[config.mk]
export PLATFORM = sky130hd
export DESIGN_NAME = key_press_edge_autorepeat_flat
export DESIGN_NICKNAME = d
export VERILOG_FILES = /design/src/hdl/kpa_pkg.sv /design/src/hdl/kpa_if.sv /design/src/hdl/kpa_cfg.sv /design/src/hdl/kpa_marks.sv /design/src/hdl/key_press_edge_autorepeat.sv /design/src/flat_wrapper.sv
export SDC_FILE = /design/constraint.sdc
export NUM_CORES = 2
export LEC_CHECK = 0
export BUFFER_PORTS_ARGS = -buffer_cell sky130_fd_sc_hd__buf_2
export CAP_MARGIN = 20
export CORE_UTILIZATION = 49
export CTS_CLUSTER_DIAMETER = 200
export DETAILED_ROUTE_END_ITERATION = 10
export GPL_ROUTABILITY_DRIVEN = 1
export HOLD_SLACK_MARGIN = 0.15
export PLACE_DENSITY = 0.77
export SLEW_MARGIN = 20
export SYNTH_ARGS = -nofsm -noshare
export SYNTH_HDL_FRONTEND = slang
export SYNTH_HIERARCHICAL = 1
export SYNTH_SLANG_ARGS = --single-unit
export TNS_END_PERCENT = 30
[constraint.sdc]
create_clock -name clk -period 15.6 [get_ports clk]
set_input_delay 1.56 -clock clk [delete_from_list [all_inputs] [get_ports clk]]
set_output_delay 1.56 -clock clk [all_outputs]
set_load 0.05 [all_outputs]
[src/hdl/kpa_pkg.sv]
// ============================================================================
// kpa_pkg: shared types and constants of the key press qualifier
// Command codes, field widths, register reset values and the structs that
// travel between the configuration block, the mark table and the top level.
// ============================================================================
package kpa_pkg;

    localparam int NUM_CODES_DEF = 256;

    localparam int CODE_W  = 8;
    localparam int CFG_W   = 8;
    localparam int DATA_W  = 32;
    localparam int ADDR_W  = 3;
    localparam int CNT_W   = 16;
    localparam int MULT_W  = 2;
    localparam int PROD_W  = 2 * CFG_W;
    localparam int THR_W   = PROD_W + 2;
    localparam int SCALE_W = CNT_W + 6;
    localparam int EPOCH_W = 4;
    localparam int MARK_W  = EPOCH_W + 1;

    typedef enum logic [1:0] {
        CMD_EDGE   = 2'd0,
        CMD_REPEAT = 2'd1,
        CMD_ARM    = 2'd2
    } cmd_t;

    localparam logic REG_SPEED = 1'b0;
    localparam logic REG_RATE  = 1'b1;

    localparam logic [CFG_W-1:0] SPEED_RST = 8'd8;
    localparam logic [CFG_W-1:0] RATE_RST  = 8'd60;
    localparam int               PROD_RST  = 8 * 60;

    localparam logic [MULT_W-1:0] MULT_NONE  = 2'd0;
    localparam logic [MULT_W-1:0] MULT_NEXT  = 2'd1;
    localparam logic [MULT_W-1:0] MULT_TWO   = 2'd2;
    localparam logic [MULT_W-1:0] MULT_FIRST = 2'd3;

    typedef struct packed {
        logic [PROD_W-1:0] p1;
        logic [THR_W-1:0]  p3;
    } thr_t;

    typedef struct packed {
        logic arm;
        logic set;
        logic clr;
    } mark_op_t;

    typedef struct packed {
        logic [EPOCH_W-1:0] tag;
        logic               held;
    } mark_ent_t;

endpackage

[src/hdl/kpa_if.sv]
// ============================================================================
// kpa_if: channel interfaces of the key press qualifier
// Poll channel carrying command, code index and key level, and result
// channel carrying the fire flag, both with a valid/ready handshake.
// ============================================================================
interface kpa_in_if;
    logic                         valid;
    logic                         ready;
    kpa_pkg::cmd_t                command;
    logic [kpa_pkg::CODE_W-1:0]   code_index;
    logic                         key_down;

    modport source (output valid, output command, output code_index,
                    output key_down, input ready);
    modport sink   (input valid, input command, input code_index,
                    input key_down, output ready);
endinterface

interface kpa_out_if;
    logic valid;
    logic ready;
    logic fire;

    modport source (output valid, output fire, input ready);
    modport sink   (input valid, input fire, output ready);
endinterface

[src/hdl/kpa_cfg.sv]
// ============================================================================
// kpa_cfg: APB configuration registers
// Holds repeat speed and frame rate and, on each write, the products
// speed*rate and 3*speed*rate used as repeat thresholds.
// ============================================================================
module kpa_cfg (
    input  logic                        clk,
    input  logic                        rst_n,
    input  logic                        psel,
    input  logic                        penable,
    input  logic                        pwrite,
    input  logic [kpa_pkg::ADDR_W-1:0]  paddr,
    input  logic [kpa_pkg::DATA_W-1:0]  pwdata,
    output logic [kpa_pkg::DATA_W-1:0]  prdata,
    output logic                        pready,
    output kpa_pkg::thr_t               thr
);
    import kpa_pkg::*;

    logic [CFG_W-1:0]  speed_reg;
    logic [CFG_W-1:0]  rate_reg;
    thr_t              thr_reg;
    logic              wr_en;
    logic [CFG_W-1:0]  op_a;
    logic [CFG_W-1:0]  op_b;
    logic [PROD_W-1:0] prod;
    thr_t              thr_next;

    assign wr_en  = psel && penable && pwrite;
    assign pready = 1'b1;

    always_comb
    begin
        if (paddr[2] == REG_RATE)
        begin
            op_a = speed_reg;
            op_b = pwdata[CFG_W-1:0];
        end
        else
        begin
            op_a = pwdata[CFG_W-1:0];
            op_b = rate_reg;
        end
        prod        = {{CFG_W{1'b0}}, op_a} * {{CFG_W{1'b0}}, op_b};
        thr_next.p1 = prod;
        thr_next.p3 = {2'b00, prod} + {1'b0, prod, 1'b0};
    end

    always_ff @(posedge clk or negedge rst_n)
    begin
        if (!rst_n)
        begin
            speed_reg  <= SPEED_RST;
            rate_reg   <= RATE_RST;
            thr_reg.p1 <= PROD_W'(PROD_RST);
            thr_reg.p3 <= THR_W'(3 * PROD_RST);
        end
        else if (wr_en)
        begin
            if (paddr[2] == REG_RATE)
            begin
                rate_reg <= pwdata[CFG_W-1:0];
            end
            else
            begin
                speed_reg <= pwdata[CFG_W-1:0];
            end
            thr_reg <= thr_next;
        end
    end

    assign prdata = (paddr[2] == REG_RATE) ? {{(DATA_W-CFG_W){1'b0}}, rate_reg}
                                           : {{(DATA_W-CFG_W){1'b0}}, speed_reg};
    assign thr    = thr_reg;

endmodule

[src/hdl/kpa_marks.sv]
// ============================================================================
// kpa_marks: storage of the held mark table
// Generic RAM with one write port and one read port whose data is
// registered; width and depth are parameters.
// ============================================================================
module kpa_marks #(
    parameter int WIDTH = kpa_pkg::MARK_W,
    parameter int DEPTH = kpa_pkg::NUM_CODES_DEF
) (
    input  logic                     clk,
    input  logic                     we,
    input  logic [$clog2(DEPTH)-1:0] waddr,
    input  logic [WIDTH-1:0]         wdata,
    input  logic                     re,
    input  logic [$clog2(DEPTH)-1:0] raddr,
    output logic [WIDTH-1:0]         rdata
);

    logic [WIDTH-1:0] mem [DEPTH];

    always_ff @(posedge clk)
    begin
        if (we)
        begin
            mem[waddr] <= wdata;
        end
        if (re)
        begin
            rdata <= mem[raddr];
        end
    end

endmodule

[src/hdl/key_press_edge_autorepeat.sv]
// ============================================================================
// key_press_edge_autorepeat: key press qualifier with typematic auto-repeat
// Qualifies polled key levels into press events in edge or repeat mode.
// ============================================================================
// The block takes one poll transaction per clock cycle while the result side
// keeps taking transactions and no rewrite of the mark RAM holds the input
// off. A poll accepted at a rising edge reads its held mark from the mark
// RAM, is evaluated in the following cycle, and its fire result is registered
// into the output stage once that stage is empty or its result is taken. The
// repeat threshold is compared as 60*count > multiple*speed*rate against
// products that are computed when a configuration register is written, so no
// division is needed per poll. Each mark entry carries the arm epoch in which
// it was written, and entries of older epochs read as the global arm state,
// so an arm itself writes nothing to the mark RAM. After reset the block clears
// the mark RAM before it accepts the first poll, and every 2^EPOCH_W-th arm
// (every sixteenth) rewrites the RAM while the input is held off.
module key_press_edge_autorepeat #(
    parameter int NUM_CODES = kpa_pkg::NUM_CODES_DEF
) (
    input  logic                        clk,
    input  logic                        rst_n,
    kpa_in_if.sink                      key_in,
    kpa_out_if.source                   fire_out,
    input  logic                        psel,
    input  logic                        penable,
    input  logic                        pwrite,
    input  logic [kpa_pkg::ADDR_W-1:0]  paddr,
    input  logic [kpa_pkg::DATA_W-1:0]  pwdata,
    output logic [kpa_pkg::DATA_W-1:0]  prdata,
    output logic                        pready
);
    import kpa_pkg::*;

    localparam int                 IDX_W      = $clog2(NUM_CODES);
    localparam logic [IDX_W-1:0]   LAST_IDX   = IDX_W'(NUM_CODES - 1);
    localparam logic [EPOCH_W-1:0] EPOCH_LAST = '1;

    thr_t               thr;
    mark_op_t           op;
    logic [IDX_W-1:0]   rd_idx;
    logic [IDX_W-1:0]   ram_waddr;
    logic               ram_we;
    mark_ent_t          wr_ent;
    mark_ent_t          rd_ent;
    logic               mark;
    logic               accept;
    logic               idx_ok;
    logic               s1_adv;
    logic               wrap_arm;
    logic               s1_valid_reg;
    cmd_t               s1_cmd_reg;
    logic [IDX_W-1:0]   s1_idx_reg;
    logic               s1_ok_reg;
    logic               s1_down_reg;
    logic               fwd_hit_reg;
    logic               fwd_held_reg;
    logic [EPOCH_W-1:0] epoch_reg;
    logic [EPOCH_W-1:0] epoch_next;
    logic               base_reg;
    logic               base_next;
    logic               sweep_reg;
    logic [IDX_W-1:0]   sweep_idx_reg;
    logic [CNT_W-1:0]   count_reg;
    logic [CNT_W-1:0]   count_next;
    logic [CNT_W-1:0]   count_inc;
    logic [MULT_W-1:0]  mult_reg;
    logic [MULT_W-1:0]  mult_next;
    logic [SCALE_W-1:0] scaled;
    logic [THR_W-1:0]   limit;
    logic               fire_next;
    logic               out_valid_reg;
    logic               fire_reg;

    kpa_cfg u_cfg (
        .clk     (clk),
        .rst_n   (rst_n),
        .psel    (psel),
        .penable (penable),
        .pwrite  (pwrite),
        .paddr   (paddr),
        .pwdata  (pwdata),
        .prdata  (prdata),
        .pready  (pready),
        .thr     (thr)
    );

    kpa_marks #(
        .WIDTH (MARK_W),
        .DEPTH (NUM_CODES)
    ) u_marks (
        .clk   (clk),
        .we    (ram_we),
        .waddr (ram_waddr),
        .wdata (wr_ent),
        .re    (accept),
        .raddr (rd_idx),
        .rdata (rd_ent)
    );

    assign s1_adv       = s1_valid_reg && (!out_valid_reg || fire_out.ready);
    assign wrap_arm     = s1_valid_reg && (s1_cmd_reg == CMD_ARM) && (epoch_reg == EPOCH_LAST);
    assign key_in.ready = !sweep_reg && !wrap_arm && (!s1_valid_reg || s1_adv);
    assign accept       = key_in.valid && key_in.ready;
    assign rd_idx       = IDX_W'(key_in.code_index);
    assign idx_ok       = 32'(key_in.code_index) < NUM_CODES;
    assign mark         = fwd_hit_reg ? fwd_held_reg
                        : ((rd_ent.tag == epoch_reg) ? rd_ent.held : base_reg);
    assign ram_we       = sweep_reg || op.set || op.clr;
    assign ram_waddr    = sweep_reg ? sweep_idx_reg : s1_idx_reg;
    assign wr_ent       = {epoch_reg, (sweep_reg ? base_reg : op.set)};
    assign count_inc    = count_reg + 1'b1;
    assign scaled       = {count_inc, 6'b0} - {4'b0, count_inc, 2'b0};

    always_comb
    begin
        unique case (mult_reg)
            MULT_NONE:  limit = '0;
            MULT_NEXT:  limit = {2'b00, thr.p1};
            MULT_TWO:   limit = {1'b0, thr.p1, 1'b0};
            MULT_FIRST: limit = thr.p3;
            default:    limit = '0;
        endcase
    end

    always_comb
    begin
        op         = '0;
        fire_next  = 1'b0;
        count_next = count_reg;
        mult_next  = mult_reg;
        epoch_next = epoch_reg;
        base_next  = base_reg;
        if (s1_adv)
        begin
            unique case (s1_cmd_reg)
                CMD_ARM:
                begin
                    op.arm     = 1'b1;
                    epoch_next = epoch_reg + 1'b1;
                    base_next  = 1'b1;
                end
                CMD_EDGE, CMD_REPEAT:
                begin
                    if (s1_ok_reg)
                    begin
                        if (!s1_down_reg)
                        begin
                            op.clr = 1'b1;
                        end
                        else if (!mark)
                        begin
                            op.set    = 1'b1;
                            fire_next = 1'b1;
                            if (s1_cmd_reg == CMD_REPEAT)
                            begin
                                mult_next  = MULT_FIRST;
                                count_next = '0;
                            end
                        end
                        else if (s1_cmd_reg == CMD_REPEAT)
                        begin
                            count_next = count_inc;
                            if (scaled > {{(SCALE_W-THR_W){1'b0}}, limit})
                            begin
                                mult_next  = MULT_NEXT;
                                count_next = '0;
                                fire_next  = 1'b1;
                            end
                        end
                    end
                end
                default:
                begin
                end
            endcase
        end
    end

    always_ff @(posedge clk or negedge rst_n)
    begin
        if (!rst_n)
        begin
            s1_valid_reg  <= 1'b0;
            count_reg     <= '0;
            mult_reg      <= MULT_NONE;
            epoch_reg     <= '0;
            base_reg      <= 1'b0;
            sweep_reg     <= 1'b1;
            sweep_idx_reg <= '0;
            out_valid_reg <= 1'b0;
        end
        else
        begin
            count_reg <= count_next;
            mult_reg  <= mult_next;
            epoch_reg <= epoch_next;
            base_reg  <= base_next;
            if (accept)
            begin
                s1_valid_reg <= 1'b1;
            end
            else if (s1_adv)
            begin
                s1_valid_reg <= 1'b0;
            end
            if (s1_adv)
            begin
                out_valid_reg <= 1'b1;
            end
            else if (fire_out.ready)
            begin
                out_valid_reg <= 1'b0;
            end
            if (sweep_reg)
            begin
                sweep_idx_reg <= sweep_idx_reg + 1'b1;
                if (sweep_idx_reg == LAST_IDX)
                begin
                    sweep_reg <= 1'b0;
                end
            end
            else if (op.arm && (epoch_reg == EPOCH_LAST))
            begin
                sweep_reg     <= 1'b1;
                sweep_idx_reg <= '0;
            end
        end
    end

    always_ff @(posedge clk)
    begin
        if (accept)
        begin
            s1_cmd_reg   <= key_in.command;
            s1_idx_reg   <= rd_idx;
            s1_ok_reg    <= idx_ok;
            s1_down_reg  <= key_in.key_down;
            fwd_hit_reg  <= ram_we && (ram_waddr == rd_idx);
            fwd_held_reg <= wr_ent.held;
        end
        if (s1_adv)
        begin
            fire_reg <= fire_next;
        end
    end

    assign fire_out.valid = out_valid_reg;
    assign fire_out.fire  = fire_reg;

endmodule

[src/flat_wrapper.sv]
// flat-port wrapper written by rule: the top's interface ports become plain ports
module key_press_edge_autorepeat_flat import kpa_pkg::*;
#(
    parameter int NUM_CODES = kpa_pkg::NUM_CODES_DEF
)
  (clk, rst_n, psel, penable, pwrite, paddr, pwdata, prdata, pready, key_in_valid, key_in_command, key_in_code_index, key_in_key_down, key_in_ready, fire_out_valid, fire_out_fire, fire_out_ready);
  kpa_in_if key_in_i ();
  kpa_out_if fire_out_i ();
  input  logic clk;
  input  logic rst_n;
  input  logic psel;
  input  logic penable;
  input  logic pwrite;
  input  logic [kpa_pkg::ADDR_W-1:0] paddr;
  input  logic [kpa_pkg::DATA_W-1:0] pwdata;
  output logic [kpa_pkg::DATA_W-1:0] prdata;
  output logic pready;
  input wire logic [$bits(key_in_i.valid)-1:0] key_in_valid;
  input wire logic [$bits(key_in_i.command)-1:0] key_in_command;
  input wire logic [$bits(key_in_i.code_index)-1:0] key_in_code_index;
  input wire logic [$bits(key_in_i.key_down)-1:0] key_in_key_down;
  output wire logic [$bits(key_in_i.ready)-1:0] key_in_ready;
  output wire logic [$bits(fire_out_i.valid)-1:0] fire_out_valid;
  output wire logic [$bits(fire_out_i.fire)-1:0] fire_out_fire;
  input wire logic [$bits(fire_out_i.ready)-1:0] fire_out_ready;
  assign key_in_i.valid = key_in_valid;
  assign key_in_i.command = key_in_command;
  assign key_in_i.code_index = key_in_code_index;
  assign key_in_i.key_down = key_in_key_down;
  assign key_in_ready = key_in_i.ready;
  assign fire_out_valid = fire_out_i.valid;
  assign fire_out_fire = fire_out_i.fire;
  assign fire_out_i.ready = fire_out_ready;
  key_press_edge_autorepeat #(.NUM_CODES(NUM_CODES)) u_core (.clk(clk), .rst_n(rst_n), .key_in(key_in_i), .fire_out(fire_out_i), .psel(psel), .penable(penable), .pwrite(pwrite), .paddr(paddr), .pwdata(pwdata), .prdata(prdata), .pready(pready));
endmodule
==> impl_metrics.csv <==
group,metric,value,unit
status,status,"complete, no violations",
timing,rsz0062_at_grt,"false",
worst_setup_path,rr_worst_depth,21,
placed_design,gp_congestion,0.8755,
layout,fillCellCount,9082,
worst_setup_path,worstPathRequired,16.28,ns
pwr,power_density,131.8,nW/µm²
timing,drv_slew,0,
layout,finalNetCount,3792,
clock_network,holdBufCountCts,0,
hold_path,hold_start,"u_core/u_cfg/thr[25]",
floorplan,initial_core_util,0.4945,
pwr,design_power_total,8.720,mW
clock_network,cts_root_buf,"clkbuf_16",
timing,finClkSkew,0.04873,ns
synth,async_flop_share,0.06006,
synth,synth_top_area_share,0.6472,
synth,syn_inst,3613,
timing,min_period,7.544,ns
worst_setup_path,crit_chain,"buf_2 > mux2i_1 > nor2_1 > fa_1 > fa_1 > inv_1 > fa_1 > fa_1 > inv_1 > ha_1 > o21ai_1 > o21ai_1 > a21oi_1 > xnor2_1 > ha_1 > and3_1 > a221oi_1 > a31oi_1 > o21ai_0 > a21oi_1 > a311o_1 > nand3_1",
timing,setup_violations,0,
worst_setup_path,path_max_fanout,24,
worst_setup_path,crit_path_frequent_cell,"fa_1",
worst_setup_path,cp.arrival,8.23,ns
hold_path,min_path_cells,2,
pwr,intPower,6.437,mW
floorplan,dieHeight,352.7,µm
clock_network,postCtsSetupBuffers,0,
worst_setup_path,start_kind,"primary input",
layout,areaGrowthSynthToFinish,9.781,%
drt,drt_iter0_drc,4303,
drt,vias,33778,
synth,synth-edff-count,1299,
layout,layout_common_cells,"1299 x edfxtp_1, 374 x nor2_1, 289 x mux4_2, 166 x nand2_1, 136 x clkbuf_16",
grt,track_usage,0.2295,
floorplan,dieArea,124400,µm²
grt,antenna_found_initial,7,
worst_setup_path,critPathMaxStageDelay,0.80,ns
floorplan,ios,89,
layout,largest_register_ffs,1280,
worst_setup_path,slowest_stage,"mux2i_1",
clock_network,clock_sinks,1382,
drt,drt_pass1_iterations,7,
synth,synth_area,60270,µm²
timing,finalCritPeriodShare,0.4836,
pwr,power_switching,2.283,mW
grt,overflow,0,
layout,design_area,66170,µm²
pwr,peakVddDrop,0.1811,mV
floorplan,die_w,352.7,µm
timing,fmax,132.6,MHz
synth,synth.avg_cell_area,16.68,µm²
clock_network,htree_levels,4,
layout,final_common_cell,"edfxtp_1",
pwr,p_comb_frac,0.165,
floorplan,placementRows,128,
hold_path,hp-class,"reg -> reg",
synth,ys_warn_count,6,
placed_design,placed_cells,5112,
clock_network,cts_buffer_depth,3,
timing,worst_slack,8.056,ns
worst_setup_path,r2r_slack,9.14,ns
placed_design,placed_cell_area,61850,µm²
synth,synth-seq-cells,1382,
timing,finalSetupTns,0,ns
timing,tightest_slew,1.176,ns
clock_network,clk_latency,0.77,ns
floorplan,core-area,121900,µm²
clock_network,cts_made_buffers,133,
synth,synth_area_leaders,"edfxtp_1 65%, mux4_2 11%, dfrtp_1 2.9%",
pwr,switching_share,0.2618,
synth,synth_cell_types,99,
pwr,p_clk_frac,0.364,
placed_design,port_buffers,37,
pwr,p_seq_frac,0.471,
drt,vias_per_cell,6.307,
drt,drt.antenna.violating_nets,0,
placed_design,place_ws,7.377,ns
clock_network,cts_resized,0,
drt,finalWirelength,143.1,mm
layout,stdcell_count,5356,
clock_network,cts_tree,"yes",
drt,drc,0,
hold_path,whs_endpoint,"u_core/u_cfg/thr[25]",
synth,ys_seq_area_frac,0.6819,
run,maxCapViolations,0,
synth,synth_top_area_cell,"edfxtp_1",
synth,postSynth.topFlopCell,"edfxtp_1",
clock_network,clk_pin_slew,0.06,ns
timing,whs,0.4669,ns
drt,wl_per_cell,26.72,µm
timing,slew-limit-headroom,0.2149,
timing,hold_viol,0,
grt,grt_max_degree,258,
worst_setup_path,crit_type,"in -> reg",
grt,grt_pass1_vias,33555,
placed_design,hpwlAfterDp,85.61,mm
grt,grt_pass1_wl,213.4,mm
worst_setup_path,r2r-end,"u_core/u_cfg/thr[16]",
layout,utilization,0.5429,
pwr,leakagePower,21.71,nW
worst_setup_path,r2r-start,"u_core/u_cfg/rate_reg[4]",
layout,multi_input_comb_area,17840,µm²
layout,register_area,41120,µm²
layout,drive_above_1_share,0.1821,
worst_setup_path,endpoint_kind,"flip-flop",
==> power by group through the flow <==
stage	registers, mW	clock network, mW	logic [mW]
after global routing	4.11	3.35	1.61
after CTS	4.11	3.21	1.43
after global placement	4.19	0	1.40
final	4.11	3.18	1.44
after floorplan	4.19	0	1.15
after detailed placement	4.19	0	1.41
==> critical path, delay by kind of cell <==
| family | cells | cell delay, ns |
|---|---|---|
| AOI/OAI and AO/OA | 8 | 1.90 |
| adders and majority gates | 6 | 2.73 |
| buffers and inverters | 3 | 0.56 |
| xor gates and xnor gates | 1 | 0.28 |
| and+or+nand+nor | 3 | 0.39 |
| muxes | 1 | 0.80 |
==> cell usage after synthesis, types with 62 or more instances <==
cell,instances
inv_1,80
mux2i_1,120
edfxtp_1,1299
nand2_1,166
nor2_1,374
dfrtp_1,69
a21oi_1,69
clkbuf_1,110
o21ai_0,76
a22oi_1,62
mux4_2,289
ha_1,79
nand3_1,67
==> metal layers <==
layer  global-route usage  wire, µm  vias up
met5                    0        70        -
met1               0.3090     53410    17162
met2               0.3611     67820     2029
met3              0.05542     16110      344
li1                     -         -    14233
met4              0.09183      5722       10
==> cell type report <==
cell class	count	area share
clock buffers	164	0.05317
flip-flops and latches	1382	0.6214
diodes	2	0.00007564
multi-input cells	1945	0.2696
clock inverters	77	0.01150
repair buffers	81	0.009001
well taps	1625	0.03073
inverters	80	0.004538
==> logic make-up after synthesis <==
group,after synthesis,share of synthesized area
AOI/OAI and AO/OA,457,0.05418
xor gates and xnor gates,77,0.01225
adders and majority gates,116,0.02869
buffers and inverters,309,0.02493
DFF,1382,0.6819
muxes,449,0.1354
other,2,0.0001246
and+or+nand+nor,821,0.06252
==> how the worst max path moves through the flow <==
stage                         from                   end  slack, ns  cells after the start
2_1_floorplan  u_core/epoch_reg[0]   u_core/fwd_held_reg       3.58                      5
3_3_place_gp              paddr[2]  u_core/u_cfg/thr[16]       7.44                     22
3_5_place_dp              paddr[2]  u_core/u_cfg/thr[16]       7.38                     22
4_1_cts                   paddr[2]  u_core/u_cfg/thr[16]       8.09                     22
5_1_grt                   paddr[2]  u_core/u_cfg/thr[16]       7.52                     22
6_report                  paddr[2]  u_core/u_cfg/thr[16]       8.06                     22
Note: power is estimated with default switching activity, not from simulation.
